### src/hdl/nspf_pkg.sv
// Shared types and constants for the nearest set pixel finder.
package nspf_pkg;

    localparam int COORD_BITS    = 12;
    localparam int DIST_BITS     = 2 * COORD_BITS + 1;
    localparam int SQ_BITS       = 2 * COORD_BITS;
    localparam int CFG_IDX_BITS  = 8;
    localparam int FIFO_DEPTH    = 8;
    localparam int FIFO_PTR_BITS = $clog2(FIFO_DEPTH);
    localparam int FIFO_CNT_BITS = $clog2(FIFO_DEPTH + 1);

    localparam logic [CFG_IDX_BITS-1:0] CFG_TARGET_COL = CFG_IDX_BITS'(0);
    localparam logic [CFG_IDX_BITS-1:0] CFG_TARGET_ROW = CFG_IDX_BITS'(1);

    typedef logic [COORD_BITS-1:0] t_coord;
    typedef logic [DIST_BITS-1:0]  t_dist;

    typedef struct packed {
        t_coord pixel_col;
        t_coord pixel_row;
        logic   pixel_set;
        logic   frame_end;
    } t_pix_in;

    typedef struct packed {
        t_coord nearest_col;
        t_coord nearest_row;
        logic   detected;
        t_dist  nearest_dist_sq;
    } t_pix_out;

    // Queue entry between front and back
    typedef struct packed {
        t_coord cand_col;
        t_coord cand_row;
        logic   cand_set;
        logic   cand_end;
        t_dist  cand_dist;
    } t_cand;

    // Queue status seen by the two sides
    typedef struct packed {
        logic                     empty;
        logic [FIFO_CNT_BITS-1:0] count;
    } t_fifo_status;

endpackage

### src/hdl/nspf_fifo.sv
// Short candidate queue between the distance front and the search back.
module nspf_fifo (
    input  logic                i_clk,
    input  logic                i_rst_n,
    input  logic                i_push,
    input  nspf_pkg::t_cand     i_wr_data,
    input  logic                i_pop,
    output nspf_pkg::t_cand     o_rd_data,
    output nspf_pkg::t_fifo_status o_status
);
    import nspf_pkg::*;

    t_cand                    r_mem [FIFO_DEPTH];
    logic [FIFO_PTR_BITS-1:0] r_wr_ptr;
    logic [FIFO_PTR_BITS-1:0] r_rd_ptr;
    logic [FIFO_CNT_BITS-1:0] r_count;
    logic [FIFO_CNT_BITS-1:0] n_count;

    always_comb begin
        n_count = r_count;
        if (i_push && !i_pop) begin
            n_count = r_count + FIFO_CNT_BITS'(1);
        end else if (!i_push && i_pop) begin
            n_count = r_count - FIFO_CNT_BITS'(1);
        end
    end

    always_ff @(posedge i_clk) begin
        if (!i_rst_n) begin
            r_wr_ptr <= '0;
            r_rd_ptr <= '0;
            r_count  <= '0;
        end else begin
            r_count <= n_count;
            if (i_push) begin
                r_wr_ptr <= r_wr_ptr + FIFO_PTR_BITS'(1);
            end
            if (i_pop) begin
                r_rd_ptr <= r_rd_ptr + FIFO_PTR_BITS'(1);
            end
        end
    end

    always_ff @(posedge i_clk) begin
        if (i_push) begin
            r_mem[r_wr_ptr] <= i_wr_data;
        end
    end

    assign o_rd_data    = r_mem[r_rd_ptr];
    assign o_status.empty = (r_count == '0);
    assign o_status.count = r_count;

endmodule

### src/hdl/nspf_front.sv
// Front end: pixel accept, target registers, squared distance pipeline.
module nspf_front (
    input  logic                           i_clk,
    input  logic                           i_rst_n,
    input  logic                           i_valid,
    input  nspf_pkg::t_pix_in              i_pix,
    output logic                           o_stall,
    input  logic                           i_cfg_valid,
    output logic                           o_cfg_ready,
    input  logic [nspf_pkg::CFG_IDX_BITS-1:0] i_cfg_index,
    input  nspf_pkg::t_coord               i_cfg_data,
    input  nspf_pkg::t_fifo_status         i_fifo_status,
    output logic                           o_push,
    output nspf_pkg::t_cand                o_cand
);
    import nspf_pkg::*;

    t_coord  r_target_col;
    t_coord  r_target_row;

    logic    r_s1_valid;
    t_pix_in r_s1_pix;
    t_coord  r_s1_dc;
    t_coord  r_s1_dr;

    logic    r_s2_valid;
    t_pix_in r_s2_pix;
    logic [SQ_BITS-1:0] r_s2_dc_sq;
    logic [SQ_BITS-1:0] r_s2_dr_sq;

    logic    w_accept;
    t_coord  w_dc;
    t_coord  w_dr;
    logic [FIFO_CNT_BITS-1:0] w_held;

    // queue entries plus words still in the pipe; each accepted set pixel or frame end reserves a slot
    assign w_held   = i_fifo_status.count + FIFO_CNT_BITS'(r_s1_valid)
                    + FIFO_CNT_BITS'(r_s2_valid);
    assign o_stall  = (w_held >= FIFO_CNT_BITS'(FIFO_DEPTH));
    assign w_accept = i_valid && !o_stall;

    assign o_cfg_ready = 1'b1;

    assign w_dc = (i_pix.pixel_col >= r_target_col) ? i_pix.pixel_col - r_target_col
                                                    : r_target_col - i_pix.pixel_col;
    assign w_dr = (i_pix.pixel_row >= r_target_row) ? i_pix.pixel_row - r_target_row
                                                    : r_target_row - i_pix.pixel_row;

    always_ff @(posedge i_clk) begin
        if (!i_rst_n) begin
            r_target_col <= '0;
            r_target_row <= '0;
            r_s1_valid   <= 1'b0;
            r_s2_valid   <= 1'b0;
        end else begin
            if (i_cfg_valid) begin
                case (i_cfg_index)
                    CFG_TARGET_COL: r_target_col <= i_cfg_data;
                    CFG_TARGET_ROW: r_target_row <= i_cfg_data;
                    default: ;
                endcase
            end
            // clear, unset pixels carry nothing for the back end
            r_s1_valid <= w_accept && (i_pix.pixel_set || i_pix.frame_end);
            r_s2_valid <= r_s1_valid;
        end
    end

    always_ff @(posedge i_clk) begin
        r_s1_pix   <= i_pix;
        r_s1_dc    <= w_dc;
        r_s1_dr    <= w_dr;
        r_s2_pix   <= r_s1_pix;
        r_s2_dc_sq <= SQ_BITS'(r_s1_dc) * SQ_BITS'(r_s1_dc);
        r_s2_dr_sq <= SQ_BITS'(r_s1_dr) * SQ_BITS'(r_s1_dr);
    end

    assign o_push           = r_s2_valid;
    assign o_cand.cand_col  = r_s2_pix.pixel_col;
    assign o_cand.cand_row  = r_s2_pix.pixel_row;
    assign o_cand.cand_set  = r_s2_pix.pixel_set;
    assign o_cand.cand_end  = r_s2_pix.frame_end;
    assign o_cand.cand_dist = DIST_BITS'(r_s2_dc_sq) + DIST_BITS'(r_s2_dr_sq);

endmodule

### src/hdl/nspf_back.sv
// Back end: running nearest search and result register.
module nspf_back (
    input  logic                   i_clk,
    input  logic                   i_rst_n,
    input  nspf_pkg::t_fifo_status i_fifo_status,
    input  nspf_pkg::t_cand        i_cand,
    output logic                   o_pop,
    output logic                   o_valid,
    output nspf_pkg::t_pix_out     o_res,
    input  logic                   i_stall
);
    import nspf_pkg::*;

    t_coord   r_best_col;
    t_coord   r_best_row;
    t_dist    r_best_dist;
    logic     r_found;
    logic     r_out_valid;
    t_pix_out r_res;

    logic     w_take;
    t_coord   w_col;
    t_coord   w_row;
    t_dist    w_dist;
    logic     w_found;

    // a frame end waits only for the result register to free up
    assign o_pop = !i_fifo_status.empty
                && (!i_cand.cand_end || !r_out_valid || !i_stall);

    // later pixel wins a tie
    assign w_take  = i_cand.cand_set && (!r_found || (i_cand.cand_dist <= r_best_dist));
    assign w_col   = w_take ? i_cand.cand_col  : r_best_col;
    assign w_row   = w_take ? i_cand.cand_row  : r_best_row;
    assign w_dist  = w_take ? i_cand.cand_dist : r_best_dist;
    assign w_found = r_found || w_take;

    always_ff @(posedge i_clk) begin
        if (!i_rst_n) begin
            r_best_col  <= '0;
            r_best_row  <= '0;
            r_best_dist <= '1;
            r_found     <= 1'b0;
            r_out_valid <= 1'b0;
        end else begin
            r_out_valid <= (o_pop && i_cand.cand_end) || (r_out_valid && i_stall);
            if (o_pop) begin
                if (i_cand.cand_end) begin
                    r_best_col  <= '0;
                    r_best_row  <= '0;
                    r_best_dist <= '1;
                    r_found     <= 1'b0;
                end else begin
                    r_best_col  <= w_col;
                    r_best_row  <= w_row;
                    r_best_dist <= w_dist;
                    r_found     <= w_found;
                end
            end
        end
    end

    always_ff @(posedge i_clk) begin
        if (o_pop && i_cand.cand_end) begin
            r_res.nearest_col     <= w_found ? w_col  : '0;
            r_res.nearest_row     <= w_found ? w_row  : '0;
            r_res.detected        <= w_found;
            r_res.nearest_dist_sq <= w_found ? w_dist : '0;
        end
    end

    assign o_valid = r_out_valid;
    assign o_res   = r_res;

endmodule

### src/hdl/nearest_set_pixel_finder_top.sv
// Top level of the nearest set pixel finder.
// Usage:
//   Pixel channel (i_valid, i_pix, o_stall): one mask pixel per word in raster
//   order with its column, row, set bit and frame end mark. One pixel per clock
//   is taken while the internal queue has room.
//   Result channel (o_valid, o_res, i_stall): one word per frame, issued for the
//   pixel marked frame end: nearest set pixel, detected flag and squared
//   distance to the target; all zero with detected low for an empty frame.
//   Config channel (i_cfg_valid, o_cfg_ready, i_cfg_index, i_cfg_data): index 0
//   writes the target column, index 1 the target row, other indexes are ignored.
//   Write only while no frame is in flight. o_cfg_ready is always high.
//   With no backpressure the frame end pixel, once accepted, passes the abs
//   diff stage, the square stage, the queue write and the compare/update into
//   the result register, and then o_valid rises.
//   While i_stall is high the result holds; pixels keep flowing until the
//   8-entry queue plus pipe is full, after which o_stall rises.
//   Reset clears the targets, the search state and all valid flags.
module nearest_set_pixel_finder_top (
    input  logic                           i_clk,
    input  logic                           i_rst_n,
    input  logic                           i_valid,
    input  nspf_pkg::t_pix_in              i_pix,
    output logic                           o_stall,
    output logic                           o_valid,
    output nspf_pkg::t_pix_out             o_res,
    input  logic                           i_stall,
    input  logic                           i_cfg_valid,
    output logic                           o_cfg_ready,
    input  logic [nspf_pkg::CFG_IDX_BITS-1:0] i_cfg_index,
    input  nspf_pkg::t_coord               i_cfg_data
);
    import nspf_pkg::*;

    logic         w_push;
    logic         w_pop;
    t_cand        w_wr_cand;
    t_cand        w_rd_cand;
    t_fifo_status w_fifo_status;

    nspf_front u_front (
        .i_clk         (i_clk),
        .i_rst_n       (i_rst_n),
        .i_valid       (i_valid),
        .i_pix         (i_pix),
        .o_stall       (o_stall),
        .i_cfg_valid   (i_cfg_valid),
        .o_cfg_ready   (o_cfg_ready),
        .i_cfg_index   (i_cfg_index),
        .i_cfg_data    (i_cfg_data),
        .i_fifo_status (w_fifo_status),
        .o_push        (w_push),
        .o_cand        (w_wr_cand)
    );

    nspf_fifo u_fifo (
        .i_clk     (i_clk),
        .i_rst_n   (i_rst_n),
        .i_push    (w_push),
        .i_wr_data (w_wr_cand),
        .i_pop     (w_pop),
        .o_rd_data (w_rd_cand),
        .o_status  (w_fifo_status)
    );

    nspf_back u_back (
        .i_clk         (i_clk),
        .i_rst_n       (i_rst_n),
        .i_fifo_status (w_fifo_status),
        .i_cand        (w_rd_cand),
        .o_pop         (w_pop),
        .o_valid       (o_valid),
        .o_res         (o_res),
        .i_stall       (i_stall)
    );

endmodule
### config.mk
export PLATFORM = sky130hd
export DESIGN_NAME = nearest_set_pixel_finder_top
export DESIGN_NICKNAME = d
export VERILOG_FILES = /design/src/hdl/nspf_pkg.sv /design/src/hdl/nspf_fifo.sv /design/src/hdl/nspf_front.sv /design/src/hdl/nspf_back.sv /design/src/hdl/nearest_set_pixel_finder_top.sv
export SDC_FILE = /design/constraint.sdc
export NUM_CORES = 1
export LEC_CHECK = 0
export BUFFER_PORTS_ARGS = -buffer_cell sky130_fd_sc_hd__buf_4
export CAP_MARGIN = 25
export CORE_MARGIN = 2
export CORE_UTILIZATION = 40
export CTS_BUF_LIST = sky130_fd_sc_hd__clkbuf_4 sky130_fd_sc_hd__clkbuf_8
export DETAILED_ROUTE_END_ITERATION = 10
export PLACE_DENSITY_LB_ADDON = 0.25
export SYNTH_ARGS = -nofsm -noshare
export SYNTH_HDL_FRONTEND = slang
export SYNTH_HIERARCHICAL = 1
export SYNTH_SLANG_ARGS = --single-unit
### constraint.sdc
create_clock -name i_clk -period 5.2 [get_ports i_clk]
set_input_delay 0.52 -clock i_clk [delete_from_list [all_inputs] [get_ports i_clk]]
set_output_delay 0.52 -clock i_clk [all_outputs]
set_load 0.02 [all_outputs]
== Word-level counts from Yosys, hierarchy flattened ==
Memory sizes are Yosys's and may differ from the RTL's. A register that Yosys moved wholly into a read port is not among the register bits.
Cells that the tools add are included.

* Word-level logic and storage cells: 89
* Memories: 1
* Memory bits (writable): 408
* Output and inout port bits: 53
* Register bits: 261

* $lt $le $gt $ge: 4
* Add/subtract/negate cells: 11
* Equality and inequality tests: 1
* Mux-type cells: 15
* Reduce and logical (&&, ||, !) cells: 27
* Multipliers: 2

{| class="wikitable"
|+ Memory list
! name !! words !! width !! rd ports !! clocked after Yosys merged registers in !! wr ports !! line !! text
|-
| u_fifo.r_mem || 8 || 51 || 1 || 1 || 1 || nspf_fifo.sv:13 || <nowiki>t_cand r_mem [FIFO_DEPTH];</nowiki>
|}

{| class="wikitable"
|+ Operators with widths
! kind !! count
|-
| $mux 12 || 6
|-
| $mux 25 || 2
|-
| $mul 12x12->24 || 2
|-
| $sub 12x12->12 || 4
|-
| $add 24x24->25 || 1
|-
| $le 25x25->1 || 1
|-
| $ge 12x12->1 || 2
|-
| $add 4x1->4 || 2
|-
| $eq 8x1->1 const B || 1
|-
| $logic_and 1x1->1 || 8
|-
| $logic_not 1->1 || 8
|-
| $logic_not 8->1 || 1
|-
| $mux 4 || 2
|-
| $add 3x1->3 const B || 2
|-
| $logic_or 1x1->1 || 6
|-
| $mux 3 || 2
|-
| $add 4x1->4 const B || 1
|-
| $ge 4x4->1 const B || 1
|-
| $logic_not 4->1 || 1
|-
| $reduce_and 2->1 || 2
|-
| $sub 4x1->4 const B || 1
|-
| $mux 1 || 3
|-
| $reduce_bool 2->1 || 1
|}

== Depth between registers and ports, before layout ==
Gate-level depths: netlist of run 1.

* Depth in word-level cells: 7
* Mapped depth: 22

== Hierarchy ==
The synthesis of run 1 kept the hierarchy.

{| class="wikitable"
|+ Modules (own cells, without submodules)
! module !! instances !! cells an instance !! area an instance (um2) !! sequential area each (um2)
|-
| nspf_fifo || 1 || 657 || 15931.5 || 12512.0
|-
| nspf_front || 1 || 1500 || 14141.1 || 2962.8
|-
| nspf_back || 1 || 491 || 4732.0 || 2522.4
|}

== Worst setup path before layout of run 1 ==
No wires, ideal clock.

* Path kind: reg-to-reg
* Start point: register u_front.r_s1_dr[6]
* End point: register u_front.r_s2_dr_sq[20]
* Path slack: 107 ps
* Path buffers: 1
* Data required time: 5136 ps
* Stages on the path, launching flop included: 18
* Data arrival time: 5029 ps
* Path through: dfxtp_1 > clkbuf_1 > nand2_1 > fa_1 > inv_1 > fa_1 > fa_1 > fa_1 > inv_1 > fa_1 > inv_1 > ha_1 > a2111oi_0 > a21oi_1 > a22oi_1 > o21ai_0 > or4_1 > nand4_1

* Longest elaborated chain between the ends: 1

{| class="wikitable"
|+ RTL lines
! what !! line !! text
|-
| from (decl) || nspf_front.sv:24 || <nowiki>t_coord r_s1_dr;</nowiki>
|-
| from (signal assigned) || nspf_front.sv:72 || <nowiki>r_s1_dr <= w_dr;</nowiki>
|-
| $mul 12x12->24 || nspf_front.sv:75 || <nowiki>r_s2_dr_sq <= SQ_BITS'(r_s1_dr) * SQ_BITS'(r_s1_dr);</nowiki>
|-
| to (signal assigned) || nspf_front.sv:75 ||
|-
| to (decl) || nspf_front.sv:29 || <nowiki>logic [SQ_BITS-1:0] r_s2_dr_sq;</nowiki>
|}

Every way passes these cells.
A chain may end at the register's enable or synchronous reset.

== Worst setup path in the final report of run 1 ==
* Start point: register u_front.r_s1_dr[1]
* End point: register u_front.r_s2_dr_sq[23]

The elaborated chain is that of the path after synthesis.

==> results of run 1 <==
state kept, by name, indices dropped and copies added (netlist names), 23 cells and up, named ones only:
| name | cells |
|---|---|
| u_back/o_res | 50 |
| u_front/r_s1_pix | 26 |
| u_front/o_cand | 26 |
| u_front/r_s2_dr_sq | 23 |
| u_front/r_s2_dc_sq | 23 |
| u_back/r_best_dist | 25 |
| u_fifo/r_mem | 408 |
path summary, 6_finish.rpt:
kind,start,to,slack [ns]
max,u_front/r_s1_dr[1],u_front/r_s2_dr_sq[23],0.19
max reg2reg,u_front/r_s1_dr[1],u_front/r_s2_dr_sq[23],0.19
min reg2reg,u_front/r_s1_pix[0],u_front/o_cand[25],0.33
min,i_stall,u_back/o_valid,0.06
final cells by class:
| type | instances | area, um^2 | area share |
|---|---|---|---|
| flip-flops and latches | 670 | 18000 | 0.452 |
| clock inverters | 43 | 448 | 0.0112 |
| repair buffers | 200 | 1650 | 0.0412 |
| inverters | 347 | 1300 | 0.0326 |
| multi-input cells | 1524 | 15100 | 0.378 |
| diodes | 3 | 7.51 | 0.000188 |
| well taps | 1155 | 1450 | 0.0362 |
| clock buffers | 161 | 1950 | 0.0487 |
cell usage in the layout (no fill, tap or decap), types with 67 or more instances in the layout:
master      n
inv_1     346
a21oi_1    90
o21ai_0    84
nand2_1   133
edfxtp_1  458
nor2_1     67
fa_1      160
buf_4     167
ha_1      210
dfxtp_1   194
and2_1     99
mux4_2    102
clkbuf_8  118
nand3_1    70
cell families after synthesis:
group | synth area share
adder cells (fa/ha/maj) | 0.170
AND/OR/NAND/NOR | 0.0766
AO/OA/AOI/OAI | 0.0631
XOR/XNOR | 0.0234
flip-flops | 0.517
multiplexers | 0.0967
other | 0.000108
buffers and inverters | 0.0529
metal layers:
layer,track usage,vias up
li1,-,9716
met1,0.234,10421
met2,0.296,461
met3,0.0265,117
met4,0.0561,0
met5,0,-
metrics by stage:
step / instances / cell area [um^2] / TNS [ns]
2_1_floorplan: 2648 / 34800 / 0
3_3_place_gp: 3867 / 37100 / 0
3_5_place_dp: 3867 / 37100 / -0.0198
4_1_cts: 4097 / 39800 / 0
5_1_grt: 4101 / 39900 / -0.128
6_report: 4103 / 39900 / 0
critical path: stages (launching register included):
cell      delay [ns]
dfxtp_1         0.36
and2_1          0.17
fa_1            0.58
inv_1           0.07
fa_1            0.48
inv_1           0.05
fa_1            0.45
fa_1            0.49
inv_1           0.05
fa_1            0.47
inv_1           0.04
ha_1            0.28
buf_4           0.15
o21ai_0         0.16
nand2b_1        0.07
a21oi_1         0.20
a21oi_2         0.07
a211oi_1        0.22
buf_4           0.16
o21ai_0         0.07
a21oi_1         0.19
xor2_1          0.16
timing repair:
action	CTS	global route
hold buffers	26	0
hold endpoints to repair	26	0
pin swaps	0	6
gates resized for setup	1	37
setup buffers	0	2
setup endpoints to repair	1	13
==> results.json, run 1 <==
{
  "status": "complete, no violations",
  "fillers": 7748,
  "wl_per_cell_um": 19.1,
  "clock.fmax_ghz": 0.199,
  "grt_pass1_wl_um": 122000,
  "die_w_um": 299,
  "fin_crit_ns": 5.01,
  "startpoint_type": "flip-flop",
  "via_count": 20715,
  "avgSynthCellArea_um2": 13.1,
  "finalCritPeriodShare": 0.964,
  "min_path_type": "in2reg",
  "track_usage": 0.176,
  "rr_worst_depth": 21,
  "fp.dieArea_um2": 89400,
  "maxSlewHeadroom": 0.365,
  "hold_viol_final": 0,
  "clk_pin_slew_worst_paths_ns": 0.06,
  "ios": 104,
  "synthesis.nets": 3075,
  "drc_errors": 0,
  "area_delta_synth_final_pct": 14.8,
  "setup_viol": 0,
  "critPathKind": "reg2reg",
  "numCtsBuffers": 107,
  "grt_pass1_vias": 21875,
  "worst_clock_skew_ns": 0.0490,
  "met2_length_um": 38100,
  "firstDrtPassIters": 5,
  "synth_ff_type": "edfxtp_1",
  "grt.overflow.total": 0,
  "yosysWarnings": 6,
  "dp_slack_ns": -0.0198,
  "grt_start_max_net_pins": 52,
  "synth_edf_count": 458,
  "wl_met3_um": 3400,
  "io_buffers": 102,
  "clk_latency_ns": 0.74,
  "ant_nets": 0,
  "clock_path_buffers": 3,
  "fin_nets": 3277,
  "cp-end-kind": "flip-flop",
  "timing.hold.ws_ns": 0.0645,
  "synth.most_common_cell": "edfxtp_1",
  "synthTopCellsByArea": "edfxtp_1 (40%), dfxtp_1 (12%), fa_1 (9.3%)",
  "worst_slack_ns": 0.187,
  "post-dp-hpwl_um": 54100,
  "via_per_inst": 5.05,
  "required_ns": 5.85,
  "drt-met1-wl_um": 34900,
  "tightest_slew_ns": 0.953,
  "drive_gt1_frac": 0.200,
  "rsz0062_at_grt": "true",
  "fp.dieH_um": 299,
  "synth_top_cells_by_count": "edfxtp_1 (458), inv_1 (347), ha_1 (214)",
  "totalWireLength_um": 78200,
  "worst-path-max-fanout": 5,
  "core-area_um2": 86500,
  "cts.sinks": 670,
  "syn-cell-area_um2": 34800,
  "num_rows": 108,
  "gp_congestion": 0.857,
  "start_util": 0.402,
  "yosysTopAreaCell": "edfxtp_1",
  "ys_seq_area_frac": 0.517,
  "cts_tree": "done",
  "ys_ff_latch": 670,
  "slew_violations": 0,
  "netlist_instances": 2648,
  "fin_util": 0.462,
  "htreeDepth": 3,
  "ys_types": 75,
  "first_iter_violations": 1449,
  "crit_arrival_ns": 5.67,
  "root_buffer": "clkbuf_8",
  "synth-async-reset-ratio": 0,
  "top_layer": "met4",
  "cap_violations": 0,
  "worstHoldPathCells": 3,
  "antenna_found_initial": 5,
  "netlist.area_leader.share": 0.395
}
Power of run 1 is left out: the tool's default activity adds up to more than one toggle a clock period on the data nets, which glitch-free logic cannot reach.
==> inputs of run 2 (changes only) <==
--- a/config.mk
+++ b/config.mk
@@ -8,10 +8,9 @@
 export BUFFER_PORTS_ARGS = -buffer_cell sky130_fd_sc_hd__buf_4
 export CAP_MARGIN = 25
 export CORE_MARGIN = 2
-export CORE_UTILIZATION = 40
+export CORE_UTILIZATION = 25
 export CTS_BUF_LIST = sky130_fd_sc_hd__clkbuf_4 sky130_fd_sc_hd__clkbuf_8
 export DETAILED_ROUTE_END_ITERATION = 10
-export PLACE_DENSITY_LB_ADDON = 0.25
 export SYNTH_ARGS = -nofsm -noshare
 export SYNTH_HDL_FRONTEND = slang
 export SYNTH_HIERARCHICAL = 1
==> results.json, run 2 (synthesis results as in run 1) <==
{
  "drive_gt1_frac": 0.196,
  "fin_crit_ns": 4.98,
  "clk_latency_ns": 0.76,
  "regArea_um2": 18000,
  "startpoint_type": "flip-flop",
  "worst_slack_ns": 0.216,
  "top_register": "u_fifo/r_mem",
  "largest_reg_flops": 408,
  "tightest_slew_ns": 1.03,
  "slew_violations": 0,
  "fp.dieH_um": 377,
  "die_w_um": 377,
  "via_count": 20328,
  "status": "complete, no violations",
  "fillers": 13994,
  "grt_pass1_wl_um": 120000,
  "fp.dieArea_um2": 142000,
  "post-dp-hpwl_um": 53200,
  "timing.hold.ws_ns": 0.0602,
  "clk_pin_slew_worst_paths_ns": 0.06,
  "start_util": 0.253,
  "grt_pass1_vias": 20504,
  "layout_common_cells": "edfxtp_1 (458), inv_1 (346), ha_1 (213)",
  "cap_violations": 0,
  "drc_errors": 0,
  "timing.setup.tns_ns": 0,
  "crit_arrival_ns": 5.59,
  "fin_nets": 3271,
  "dp_slack_ns": 0.000203,
  "wl_per_cell_um": 16.3,
  "track_usage": 0.108,
  "firstDrtPassIters": 5,
  "cts_tree": "done",
  "grt.overflow.total": 0,
  "worst_clock_skew_ns": 0.0520,
  "required_ns": 5.80,
  "multi_input_area_um2": 15100,
  "totalWireLength_um": 77200,
  "core-area_um2": 138000,
  "maxSlewHeadroom": 0.315,
  "numCtsBuffers": 108,
  "num_rows": 136,
  "setup_viol": 0,
  "min_path_type": "in2reg",
  "worst-path-max-fanout": 5,
  "clock.fmax_ghz": 0.201,
  "first_iter_violations": 1253,
  "antenna_found_initial": 11,
  "clock_path_buffers": 3,
  "root_buffer": "clkbuf_8",
  "ant_nets": 0,
  "critPathKind": "reg2reg",
  "hold_viol_final": 0,
  "finalCritPeriodShare": 0.958,
  "cts.sinks": 670,
  "gp_congestion": 0.823,
  "htreeDepth": 3,
  "grt_start_max_net_pins": 53,
  "layout_commonest_cell": "edfxtp_1",
  "ios": 104,
  "fin_util": 0.294,
  "via_per_inst": 4.29,
  "cp-end-kind": "flip-flop",
  "area_delta_synth_final_pct": 16.5,
  "io_buffers": 102
}
==> run 2: cell count changes in the layout (fill, tap and decap cells not counted), moves of 3 or more <==
cell	before	now
clkbuf_4	43	51
ha_1	210	213
bufinv_16	7	3
buf_4	167	163
==> run 2: layout make-up <==
type / count / area share
flip-flops and latches: 670 / 0.445
multi-input cells: 1524 / 0.372
well taps: 1794 / 0.0554
clock buffers: 168 / 0.0492
repair buffers: 193 / 0.0386
inverters: 347 / 0.0321
clock inverters: 35 / 0.00781
diodes: 4 / 0.000247
==> run 2: repair_timing <==
item / 4_1_cts / 5_1_grt
hold buffers: 26 / 0
resized for setup: 0 / 30
setup buffers: 0 / 2
hold endpoints to repair: 26 / 0
setup endpoints to repair: 0 / 13
==> run 2: per-layer routing <==
layer / wire length (um) / vias up / GRT usage
met2: 34400 / 442 / 0.166
met5: 54 / - / 0
li1: - / 9702 / -
met1: 37100 / 10052 / 0.154
met3: 3700 / 124 / 0.0182
met4: 1960 / 8 / 0.0348
==> run 2: worst paths after layout <==
check	startpoint	to	depth (start not counted)	slack [ns]
setup reg to reg	u_front/r_s1_dc[6]	u_front/r_s2_dc_sq[23]	19	0.22
setup / recovery	u_front/r_s1_dc[6]	u_front/r_s2_dc_sq[23]	19	0.22
hold / removal	i_valid	u_front/r_s1_valid	3	0.06
hold reg to reg	u_front/r_s1_pix[1]	u_front/o_cand[26]	0	0.33
==> run 2: through the flow <==
stage	cell area [um^2]	std cells
floorplan	34800	2648
global placement	37800	4498
detailed placement	37900	4500
CTS	40400	4729
global route	40500	4734
finish	40500	4735
==> run 2: worst max-delay path, stage by stage (launching register included) <==
cell	delay (ns)
dfxtp_2	0.35
buf_4	0.15
and2_1	0.19
ha_1	0.18
or2_2	0.33
fa_1	0.52
inv_1	0.06
fa_1	0.52
inv_1	0.05
fa_1	0.36
ha_1	0.31
ha_1	0.32
and2_2	0.25
a22o_1	0.24
or2_2	0.30
a311oi_2	0.27
o21bai_1	0.10
a21oi_1	0.14
o21ai_0	0.11
xnor2_1	0.14
Power of run 2 is left out for the same reason.
